**src/sv/gjc_pkg.sv**
```systemverilog
// Package for the grapheme join classifier: jamo class and state codes, the
// emoji base list and the byte-level decode and classify functions.
// No dependencies.
package gjc_pkg;

   // Longest previous cell taken as real data; longer ones count as empty
   localparam int unsigned MAX_CELL_BYTES = 32;
   localparam logic [7:0]  MaxCellBytes   = 8'(MAX_CELL_BYTES);

   // Code point ranges
   localparam logic [20:0] RegionalFirst = 21'h1F1E6;
   localparam logic [20:0] RegionalLast  = 21'h1F1FF;
   localparam logic [20:0] ToneFirst     = 21'h1F3FB;
   localparam logic [20:0] ToneLast      = 21'h1F3FF;

   // Exact three-byte sequences
   localparam logic [23:0] SeqJoiner   = 24'hE2808D;
   localparam logic [23:0] SeqSelector = 24'hEFB88F;
   localparam logic [23:0] SeqFiller   = 24'hE385A4;

   // Jamo lead bytes
   localparam logic [7:0] LeadJamo    = 8'hE1;
   localparam logic [7:0] LeadExtA    = 8'hEA;
   localparam logic [7:0] LeadExtB    = 8'hED;

   typedef enum logic [1:0] {
      JC_NONE = 2'd0,
      JC_INIT = 2'd1,
      JC_MED  = 2'd2,
      JC_FIN  = 2'd3
   } jamo_class_type;

   // Output state codes
   localparam logic [1:0] JS_NONE     = 2'd0;
   localparam logic [1:0] JS_INITIAL  = 2'd1;
   localparam logic [1:0] JS_COMPOSE  = 2'd2;
   localparam logic [1:0] JS_NOCOMP   = 2'd3;

   localparam int unsigned NumBases = 71;
   localparam logic [20:0] EmojiBases [NumBases] = '{
      21'h1F44B, 21'h1F44C, 21'h1F44D, 21'h1F44E, 21'h1F44F, 21'h1F450, 21'h1F466,
      21'h1F467, 21'h1F468, 21'h1F469, 21'h1F46E, 21'h1F470, 21'h1F471, 21'h1F472,
      21'h1F473, 21'h1F474, 21'h1F475, 21'h1F476, 21'h1F477, 21'h1F478, 21'h1F47C,
      21'h1F481, 21'h1F482, 21'h1F485, 21'h1F486, 21'h1F487, 21'h1F4AA, 21'h1F575,
      21'h1F57A, 21'h1F590, 21'h1F595, 21'h1F596, 21'h1F645, 21'h1F646, 21'h1F647,
      21'h1F64B, 21'h1F64C, 21'h1F64D, 21'h1F64E, 21'h1F64F, 21'h1F6B4, 21'h1F6B5,
      21'h1F6B6, 21'h1F926, 21'h1F937, 21'h1F938, 21'h1F939, 21'h1F93D, 21'h1F93E,
      21'h1F9B5, 21'h1F9B6, 21'h1F9B8, 21'h1F9B9, 21'h1F9CD, 21'h1F9CE, 21'h1F9CF,
      21'h1F9D1, 21'h1F9D2, 21'h1F9D3, 21'h1F9D4, 21'h1F9D5, 21'h1F9D6, 21'h1F9D7,
      21'h1F9D8, 21'h1F9D9, 21'h1F9DA, 21'h1F9DB, 21'h1F9DC, 21'h1F9DD, 21'h1F9DE,
      21'h1F9DF
   };

   // Well-formed four-byte sequence: lead 11110xxx, three continuations
   function automatic logic is_utf8_four(input logic [31:0] b);
      return (b & 32'hF8C0C0C0) == 32'hF0808080;
   endfunction

   function automatic logic [20:0] code_point(input logic [31:0] b);
      return {b[26:24], b[21:16], b[13:8], b[5:0]};
   endfunction

   function automatic logic is_regional(input logic [20:0] cp);
      return cp >= RegionalFirst && cp <= RegionalLast;
   endfunction

   function automatic logic is_tone(input logic [20:0] cp);
      return cp >= ToneFirst && cp <= ToneLast;
   endfunction

   // Parallel compare against every listed base
   function automatic logic is_emoji_base(input logic [20:0] cp);
      logic hit;
      hit = 1'b0;
      for (int i = 0; i < NumBases; i++) begin
         hit = hit | (EmojiBases[i] == cp);
      end
      return hit;
   endfunction

   function automatic jamo_class_type jamo_class(input logic [23:0] v);
      logic [7:0] b0, b1, b2;
      jamo_class_type jc;
      b0 = v[23:16];
      b1 = v[15:8];
      b2 = v[7:0];
      jc = JC_NONE;
      if (b0 == LeadJamo) begin
         if (b1 == 8'h84 && b2 >= 8'h80 && b2 <= 8'hBF)      jc = JC_INIT;
         else if (b1 == 8'h85 && b2 >= 8'h80 && b2 <= 8'h9F) jc = JC_INIT;
         else if (b1 == 8'h85 && b2 >= 8'hA0 && b2 <= 8'hBF) jc = JC_MED;
         else if (b1 == 8'h86 && b2 >= 8'h80 && b2 <= 8'hA7) jc = JC_MED;
         else if (b1 == 8'h86 && b2 >= 8'hA8 && b2 <= 8'hBF) jc = JC_FIN;
         else if (b1 == 8'h87 && b2 >= 8'h80 && b2 <= 8'hBF) jc = JC_FIN;
      end else if (b0 == LeadExtA) begin
         if (b1 == 8'hA5 && b2 >= 8'hA0 && b2 <= 8'hBC)      jc = JC_INIT;
      end else if (b0 == LeadExtB) begin
         if (b1 == 8'h9E && b2 >= 8'hB0 && b2 <= 8'hBF)      jc = JC_MED;
         else if (b1 == 8'h9F && b2 >= 8'h80 && b2 <= 8'h86) jc = JC_MED;
         else if (b1 == 8'h9F && b2 >= 8'h8B && b2 <= 8'hBB) jc = JC_FIN;
      end
      return jc;
   endfunction

endpackage

```
**src/sv/grapheme_join_classifier_top.sv**
```systemverilog
// Top level of the grapheme join classifier: input register, classify logic
// and result register. Depends on gjc_pkg.
//
//  channel   | handshake          | payload
//  ----------+--------------------+---------------------------------------------
//  request   | start / busy       | req_prev_len, req_prev_tail, req_new_len,
//            |                    | req_new_bytes
//  response  | rsp_valid (strobe) | rsp_should_join, rsp_prev_ends_joiner,
//            |                    | rsp_new_is_joiner, rsp_new_is_selector,
//            |                    | rsp_new_is_filler, rsp_jamo_state
//
// One beat per cycle; a response appears after its request beat has passed
// the input register and then the result register. busy is always low: the
// classify logic between the two registers is combinational and holds no state.
// Synchronous reset clears both valid flags only. The receiver cannot stall,
// so every response is shown for exactly one cycle.
module grapheme_join_classifier_top (
   input  logic        clock,
   input  logic        reset,
   input  logic        start,
   output logic        busy,
   input  logic [5:0]  req_prev_len,
   input  logic [31:0] req_prev_tail,
   input  logic [5:0]  req_new_len,
   input  logic [31:0] req_new_bytes,
   output logic        rsp_valid,
   output logic        rsp_should_join,
   output logic        rsp_prev_ends_joiner,
   output logic        rsp_new_is_joiner,
   output logic        rsp_new_is_selector,
   output logic        rsp_new_is_filler,
   output logic [1:0]  rsp_jamo_state
);
   import gjc_pkg::*;

   logic        in_valid_ff;
   logic [5:0]  prev_len_ff, new_len_ff;
   logic [31:0] prev_tail_ff, new_bytes_ff;

   logic        rsp_valid_ff;
   logic        join_ff, pzwj_ff, nzwj_ff, nvs_ff, nfill_ff;
   logic [1:0]  state_ff;

   logic        join_in, pzwj_in, nzwj_in, nvs_in, nfill_in;
   logic [1:0]  state_in;

   logic        accept;
   logic        prev_ok, prev_ge3, prev_four, new_four, new_three;
   logic [20:0] prev_cp, new_cp;
   jamo_class_type nc, pc;

   assign busy   = 1'b0;
   assign accept = start && !busy;

   // Request beat capture
   always_ff @(posedge clock) begin
      if (reset) begin
         in_valid_ff <= 1'b0;
      end else begin
         in_valid_ff <= accept;
      end
   end

   always_ff @(posedge clock) begin
      if (accept) begin
         prev_len_ff  <= req_prev_len;
         prev_tail_ff <= req_prev_tail;
         new_len_ff   <= req_new_len;
         new_bytes_ff <= req_new_bytes;
      end
   end

   // Cell length qualifiers; an oversized previous cell counts as empty
   always_comb begin
      prev_ok   = {2'b00, prev_len_ff} <= MaxCellBytes;
      prev_ge3  = prev_ok && prev_len_ff >= 6'd3;
      prev_four = prev_ok && prev_len_ff == 6'd4 && is_utf8_four(prev_tail_ff);
      new_four  = new_len_ff == 6'd4 && is_utf8_four(new_bytes_ff);
      new_three = new_len_ff == 6'd3;
      prev_cp   = code_point(prev_tail_ff);
      new_cp    = code_point(new_bytes_ff);
   end

   // Join test and exact-match flags
   always_comb begin
      join_in = prev_four && new_four &&
                ((is_regional(prev_cp) && is_regional(new_cp)) ||
                 (is_emoji_base(prev_cp) && is_tone(new_cp)));
      pzwj_in  = prev_ge3 && prev_tail_ff[23:0] == SeqJoiner;
      nzwj_in  = new_three && new_bytes_ff[23:0] == SeqJoiner;
      nvs_in   = new_three && new_bytes_ff[23:0] == SeqSelector;
      nfill_in = new_three && new_bytes_ff[23:0] == SeqFiller;
   end

   // Jamo composition state
   always_comb begin
      nc       = jamo_class(new_bytes_ff[23:0]);
      pc       = prev_ge3 ? jamo_class(prev_tail_ff[23:0]) : JC_NONE;
      state_in = JS_NONE;
      if (new_three) begin
         unique case (nc)
            JC_INIT: state_in = JS_INITIAL;
            JC_MED:  state_in = (pc == JC_INIT) ? JS_COMPOSE : JS_NOCOMP;
            JC_FIN:  state_in = (pc == JC_MED)  ? JS_COMPOSE : JS_NOCOMP;
            default: state_in = JS_NONE;
         endcase
      end
   end

   // Result register
   always_ff @(posedge clock) begin
      if (reset) begin
         rsp_valid_ff <= 1'b0;
      end else begin
         rsp_valid_ff <= in_valid_ff;
      end
   end

   always_ff @(posedge clock) begin
      if (in_valid_ff) begin
         join_ff  <= join_in;
         pzwj_ff  <= pzwj_in;
         nzwj_ff  <= nzwj_in;
         nvs_ff   <= nvs_in;
         nfill_ff <= nfill_in;
         state_ff <= state_in;
      end
   end

   assign rsp_valid            = rsp_valid_ff;
   assign rsp_should_join      = join_ff;
   assign rsp_prev_ends_joiner = pzwj_ff;
   assign rsp_new_is_joiner    = nzwj_ff;
   assign rsp_new_is_selector  = nvs_ff;
   assign rsp_new_is_filler    = nfill_ff;
   assign rsp_jamo_state       = state_ff;

`ifndef ASSERT_OFF
   // Every request beat gives a response once it has passed both registers
   a_latency: assert property (@(posedge clock) disable iff (reset)
      accept |-> ##2 rsp_valid)
      else $error("request beat lost");

   // No response without a captured request
   a_no_invent: assert property (@(posedge clock) disable iff (reset)
      rsp_valid |-> $past(in_valid_ff))
      else $error("response without request");

   // The three exact sequences cannot match together
   a_flags_excl: assert property (@(posedge clock) disable iff (reset)
      rsp_valid |-> $onehot0({rsp_new_is_joiner, rsp_new_is_selector, rsp_new_is_filler}))
      else $error("exact-match flags overlap");

   // A join needs four-byte characters, a jamo state and a joiner tail three-byte ones
   a_join_jamo: assert property (@(posedge clock) disable iff (reset)
      (rsp_valid && rsp_should_join) |-> (rsp_jamo_state == JS_NONE && !rsp_prev_ends_joiner))
      else $error("join with three-byte result");
`endif

endmodule

```
**config.mk**
```make
export PLATFORM = sky130hd
export DESIGN_NAME = grapheme_join_classifier_top
export DESIGN_NICKNAME = d
export VERILOG_FILES = /design/src/sv/gjc_pkg.sv /design/src/sv/grapheme_join_classifier_top.sv
export SDC_FILE = /design/constraint.sdc
export NUM_CORES = 1
export LEC_CHECK = 0
export ABC_AREA = 1
export BUFFER_PORTS_ARGS = -buffer_cell sky130_fd_sc_hd__buf_2
export CORE_MARGIN = 3
export CORE_UTILIZATION = 50
export CTS_CLUSTER_DIAMETER = 60
export DETAILED_ROUTE_END_ITERATION = 8
export MAX_ROUTING_LAYER = met4
export PLACE_DENSITY = 0.81
export SLEW_MARGIN = 20
export SYNTH_ARGS = -nofsm -noshare
export SYNTH_HDL_FRONTEND = slang
export SYNTH_SLANG_ARGS = --single-unit
```
**constraint.sdc**
```tcl
create_clock -name clock -period 2.35 [get_ports clock]
set_input_delay 0.1175 -clock clock [delete_from_list [all_inputs] [get_ports clock]]
set_output_delay 0.1175 -clock clock [all_outputs]
set_load 0.1 [all_outputs]
```
### Word-level counts from Yosys, hierarchy flattened

Index checks and enable logic that the tools add are counted.

* register bits after elaboration: 85
* input port bits: 79
* output and inout port bits: 9
* logic and storage cells: 303

* order comparisons: 30
* eq/ne operators: 105
* multiplexer cells: 30
* bitwise logic cells: 70
* reduce and logical (&&, ||, !) cells: 56

Operators by type and width (count)
* 17-bit by 21-bit equality test with 1-bit output (first input constant): 71
* 8-bit equality test (second input constant): 20
* 24-bit equality test (second input constant): 4
* 8-bit less-or-equal comparator (second input constant): 12
* 8-bit >= comparator (second input constant): 10
* 1-bit OR: 70
* 21-bit by 17-bit >= comparator with 1-bit output (second input constant): 3
* 21-bit by 17-bit less-or-equal comparator with 1-bit output (second input constant): 3
* 1-bit logical AND: 55
* 2-bit 2-to-1 mux: 25
* 11-bit equality test (second input constant): 2
* 6-bit by 3-bit equality test with 1-bit output (second input constant): 2
* 2-bit equality test (second input constant): 3
* 6-bit by 2-bit equality test with 1-bit output (second input constant): 1
* 6-bit by 2-bit >= comparator with 1-bit output (second input constant): 1
* 6-bit less-or-equal comparator (second input constant): 1
* 2-bit one-hot mux with 3 select lines: 1
* 2-bit by 1-bit equality test with 1-bit output (second input constant): 2
* 1-bit 2-to-1 mux: 4
* 1-bit logical OR: 1

### Logic depth before layout (Yosys ltp)

* depth after elaboration: 74
* gate-level depth with buffers: 15
* gate-level depth less buffers: 14

### Least setup slack after synthesis

Ideal clock, no wire load.

* path type: reg2reg
* start point: register new_bytes_ff[11]
* end point: register state_ff[0] (netlist: rsp_jamo_state[0]), data pin
* library setup time: 253 ps
* data arrival time: 1381 ps
* required time: 2097 ps
* setup slack: 717 ps
* cell stages (with the launch flop): 13
* cell sequence: edfxtp_1 inv_1 nand2_1 nor3_1 nand2_1 o21ai_0 nor2_1 nand2_1 nand2_1 nand3_1 nand3_1 nand2_1 nor2_1

* longest elaborated chain between the ends: 12
* elaborated cells on any way between the ends: 44

Ends and longest elaborated chain
* from (decl): line grapheme_join_classifier_top.sv:38 `logic [31:0] prev_tail_ff, new_bytes_ff;`
* from (signal assigned): line grapheme_join_classifier_top.sv:69 `new_bytes_ff <= req_new_bytes;`
* 8-bit equality test: line gjc_pkg.sv:94 `else if (b1 == 8'h87 && b2 >= 8'h80 && b2 <= 8'hBF) jc = JC_FIN;`
* 1-bit logical AND (2 in series): line gjc_pkg.sv:94
* 2-bit 2-to-1 mux: line gjc_pkg.sv:94
* 2-bit 2-to-1 mux: line gjc_pkg.sv:93 `else if (b1 == 8'h86 && b2 >= 8'hA8 && b2 <= 8'hBF) jc = JC_FIN;`
* 2-bit 2-to-1 mux: line gjc_pkg.sv:92 `else if (b1 == 8'h86 && b2 >= 8'h80 && b2 <= 8'hA7) jc = JC_MED;`
* 2-bit 2-to-1 mux: line gjc_pkg.sv:91 `else if (b1 == 8'h85 && b2 >= 8'hA0 && b2 <= 8'hBF) jc = JC_MED;`
* 2-bit 2-to-1 mux: line gjc_pkg.sv:90 `else if (b1 == 8'h85 && b2 >= 8'h80 && b2 <= 8'h9F) jc = JC_INIT;`
* 2-bit 2-to-1 mux: line gjc_pkg.sv:89 `if (b1 == 8'h84 && b2 >= 8'h80 && b2 <= 8'hBF) jc = JC_INIT;`
* 2-bit 2-to-1 mux (*): line gjc_pkg.sv:88 `if (b0 == LeadJamo) begin`
* 2-bit equality test or 2-bit by 1-bit equality test with 1-bit output (tied branches): line grapheme_join_classifier_top.sv:101 `unique case (nc)`
* 2-bit one-hot mux with 3 select lines (*): line grapheme_join_classifier_top.sv:101
* to (signal assigned): line grapheme_join_classifier_top.sv:126 `state_ff <= state_in;`
* to (decl): line grapheme_join_classifier_top.sv:42 `logic [1:0] state_ff;`

Every way passes the cells marked *; elsewhere a longest branch is shown, timed or not.
A chain may end at the register's enable or synchronous reset.

### Worst setup path in the final report

Same ends and word-level chain as after synthesis.

==> reports/metrics.csv <==
stage,metric,value,unit
die,core area,0.00834,mm²
finish,cell area after layout,0.00596,mm²
sta,Worst Tran Pin Value,0.667,ns
die,I/O pin total,88,
die,height of the die,99.4,µm
cts,clk_lat worst skew,0.36,ns
grt,Overflow after GRT,0,
die,Die Wd,99.4,µm
power,Total Power,3.59,mW
synth,synthesized area,0.00437,mm²
sta,Final Hold Viols,0,
cts,post-cts gate resize count,0,
die,die area,0.00989,mm²
synth,cell with the most instances after synthesis,nand2_1,
cts,TritonCTS clock tree,yes,
cts,clock sink count,85,
cts,CTS max path bufs,2,
power,Pwr per Cell Area,603,mW/mm²
finish,Area growth syn-to-layout,36.4,%
place,DP Area,0.00497,mm²
worst_setup_path,R2R Setup Slk,0.39,ns
cts,Clock Pin Slew Worst Setup and Hold Paths,0.09,ns
job,Max Cap Viol,0,
grt,global routing usage on met2,0.446,
synth,largest cells by area after synthesis,"edfxtp_1, nand2_1, nor2_1, inv_1, nand3_1",
sta,Final Setup Violations,0,
synth,area fraction in compound gates after synthesis,0.0416,
synth,largest family of logic cells by synthesized area,simple AND/OR/NAND/NOR gates,
worst_hold_path,hold path start,start,
power,leakage,2.57,nW
synth,Avg Inst Size Synth,8.89,µm²
finish,Finished Core Util,0.714,
grt,initial antenna violation count,0,
routing,vias,4101,
routing,# DRC,0,
place,Port-buffer cells,86,
sta,clk_skew,0.0106,ns
routing,router iterations before antenna repair,7,
cts,Root Driver,clkbuf_8,
routing,WL/cell,15.8,µm
finish,share of cells above drive strength 1,0.179,
sta,RSZ-0062 raised after global routing,false,
sta,ratio of final minimum period to clock period,0.836,
worst_setup_path,kind of critical path,register to register,
worst_setup_path,Reg2Reg Depth,12,
grt,vias in the first global route,4049,
place,RePlAce Congestion,1.05,
synth,Post-Synth Simple-Gate Area,0.310,
synth,Synth top cells by count,"nand2_1, nor2_1, edfxtp_1, inv_1, nand3_1",
finish,area of the multi-input gates,0.00154,mm²
place,Detail Placement HPWL,8.07,mm
worst_setup_path,crit path launch type,register,
sta,Sum Neg Setup Slack,0,ns
worst_setup_path,CP Data Required Time,2.48,ns
sta,setup ws final,0.386,ns
finish,final cell count without fillers,776,
sta,slew margin rel.,0.555,
grt,met1 usage,0.346,
finish,Final nets,746,
finish,diode count,0,
synth,sequential area share after synthesis,0.580,
power,maximum VDD drop,0.000519,V
synth,Synth top area share,0.571,
run_status,status,completed,
routing,antenna-violating nets left,0,
synth,"FFs w/ async S/R, synth",0,
synth,Synth area leader,edfxtp_1,
grt,largest net degree at the start of global routing,33,
grt,first-pass GRT wire length,19.9,mm
cts,CTS Buf Count,9,
sta,Tmin final,1.96,ns
synth,adder-cell share of the synthesized area,0,
synth,post-synthesis xor/xnor area fraction,0,
worst_setup_path,R2R Path End,rsp_jamo_state[0]$_SDFFCE_PN0P_,
worst_setup_path,CP max FO,4,
synth,Gate Count Post-Synth,491,
synth,Seq cells post-synth,85,
worst_setup_path,reg2reg start,new_bytes_ff[11]$_DFFE_PP_,
routing,Detailed Route WL,12.3,mm
synth,synth warn,0,
worst_hold_path,Worst Hold Path Cells,3,
synth,mux cell area share after synthesis,0,
sta,Final Slew Violations,0,
synth,post-synthesis cell type count,29,
place,dpl ws,0.424,ns
grt,global route hottest layer,met2,
worst_setup_path,endpoint class of the critical path,register,
cts,htree depth,3,
grt,global-route met3 utilization,0.0477,
place,Cells after DPL,684,
routing,1st-iter DRT viols,402,
grt,Total Routing Usage GR,0.269,
worst_setup_path,Critical Path AT,2.09,ns
die,Initial Utilization,0.523,
sta,Min Hold Slack,0.296,ns
worst_hold_path,WHS Endpoint,in_valid_ff$_SDFF_PP0_,
finish,Reg area,0.00253,mm²
worst_hold_path,Hold Path Class,input port to register,
finish,fillers,580,
synth,top_reg_cell synth,edfxtp_1,
sta,achievable clock frequency,509,MHz
die,Row Count,33,
routing,post-DR vias/cell,5.28,
synth,Post-synth EDFFs,83,
synth,syn_nets,570,
## power by group
part	leakage (nW)	internal [mW]	switching (mW)	total, mW
clock	0.106	0.603	0.563	1.17
sequential	0.817	1.79	0.0983	1.89
combinational	1.65	0.217	0.316	0.534
## critical path, stage by stage (launching register included)
cell	delay [ns]
edfxtp_1	0.42
inv_1	0.11
nand2_1	0.12
nor3_1	0.24
nand2_1	0.11
o21ai_0	0.22
nor2_1	0.08
nand2_1	0.09
nand2_1	0.07
nand3_1	0.10
nand3_1	0.07
nand2_1	0.06
nor2_1	0.04
## area by class of cell
cell class / instances / share of cell area
inverters: 73 / 0.0460
repair buffers: 168 / 0.212
flip-flops and latches: 85 / 0.425
clock inverters: 6 / 0.0158
clock buffers: 9 / 0.0208
well taps: 105 / 0.0221
multi-input cells: 330 / 0.258
## cell usage in the layout (no fill, tap or decap)
master and n:
a2111oi_0 1, a21boi_0 2, a21o_2 1, a21oi_1 10, a22oi_1 1, buf_12 2, buf_2 86, buf_4 3
bufinv_16 2, clkbuf_8 9, clkinv_4 1, clkinvlp_4 1, conb_1 1, dfxtp_1 2, dlygate4sd3_1 77, edfxtp_1 83
inv_1 71, inv_2 2, inv_6 2, nand2_1 111, nand2_2 1, nand2_4 1, nand3_1 39, nand3b_1 3
nand4_1 23, nor2_1 86, nor2_2 4, nor2_4 3, nor2_8 1, nor3_1 14, nor3_2 1, nor4_1 8
nor4b_1 2, o2111ai_1 1, o211ai_1 3, o21ai_0 12, or2_1 1
## logic make-up after synthesis
logic type	count (synthesis)
and+or+nand+nor	298
DFF	85
buffers and inverters	76
AOI/OAI and AO/OA	31
other	1
## per-layer routing
metal  up-vias  share of wire
met5         -              0
met4         0          0.014
met3        18          0.075
met2       194           0.49
met1      1880           0.42
li1       2009              -
## flip-flops by register name, indices dropped and copies added, names as in the netlist
| register | flops |
|---|---|
| in_valid_ff | 1 |
| new_bytes_ff | 32 |
| new_len_ff | 6 |
| prev_len_ff | 6 |
| prev_tail_ff | 32 |
| rsp_jamo_state | 2 |
| rsp_new_is_filler | 1 |
| rsp_new_is_joiner | 1 |
| rsp_new_is_selector | 1 |
| rsp_prev_ends_joiner | 1 |
| rsp_should_join | 1 |
| rsp_valid | 1 |
## what timing repair did
action                    in CTS  in global routing
hold buffers                  77                  0
hold endpoints to repair      78                  0
buffers inserted               0                  0
## worst max path at each step
stage                          startpoint                               to  slack [ns]  cells after the start
2_1_floorplan  new_bytes_ff[11]$_DFFE_PP_  rsp_jamo_state[0]$_SDFFCE_PN0P_        0.72                     12
3_3_place_gp   new_bytes_ff[11]$_DFFE_PP_  rsp_jamo_state[0]$_SDFFCE_PN0P_        0.44                     12
3_5_place_dp   new_bytes_ff[11]$_DFFE_PP_  rsp_jamo_state[0]$_SDFFCE_PN0P_        0.42                     12
4_1_cts        new_bytes_ff[11]$_DFFE_PP_  rsp_jamo_state[0]$_SDFFCE_PN0P_        0.41                     12
5_1_grt        new_bytes_ff[11]$_DFFE_PP_  rsp_jamo_state[0]$_SDFFCE_PN0P_        0.17                     12
6_report       new_bytes_ff[11]$_DFFE_PP_  rsp_jamo_state[0]$_SDFFCE_PN0P_        0.39                     12
Note: power is estimated with default switching activity, not from simulation.
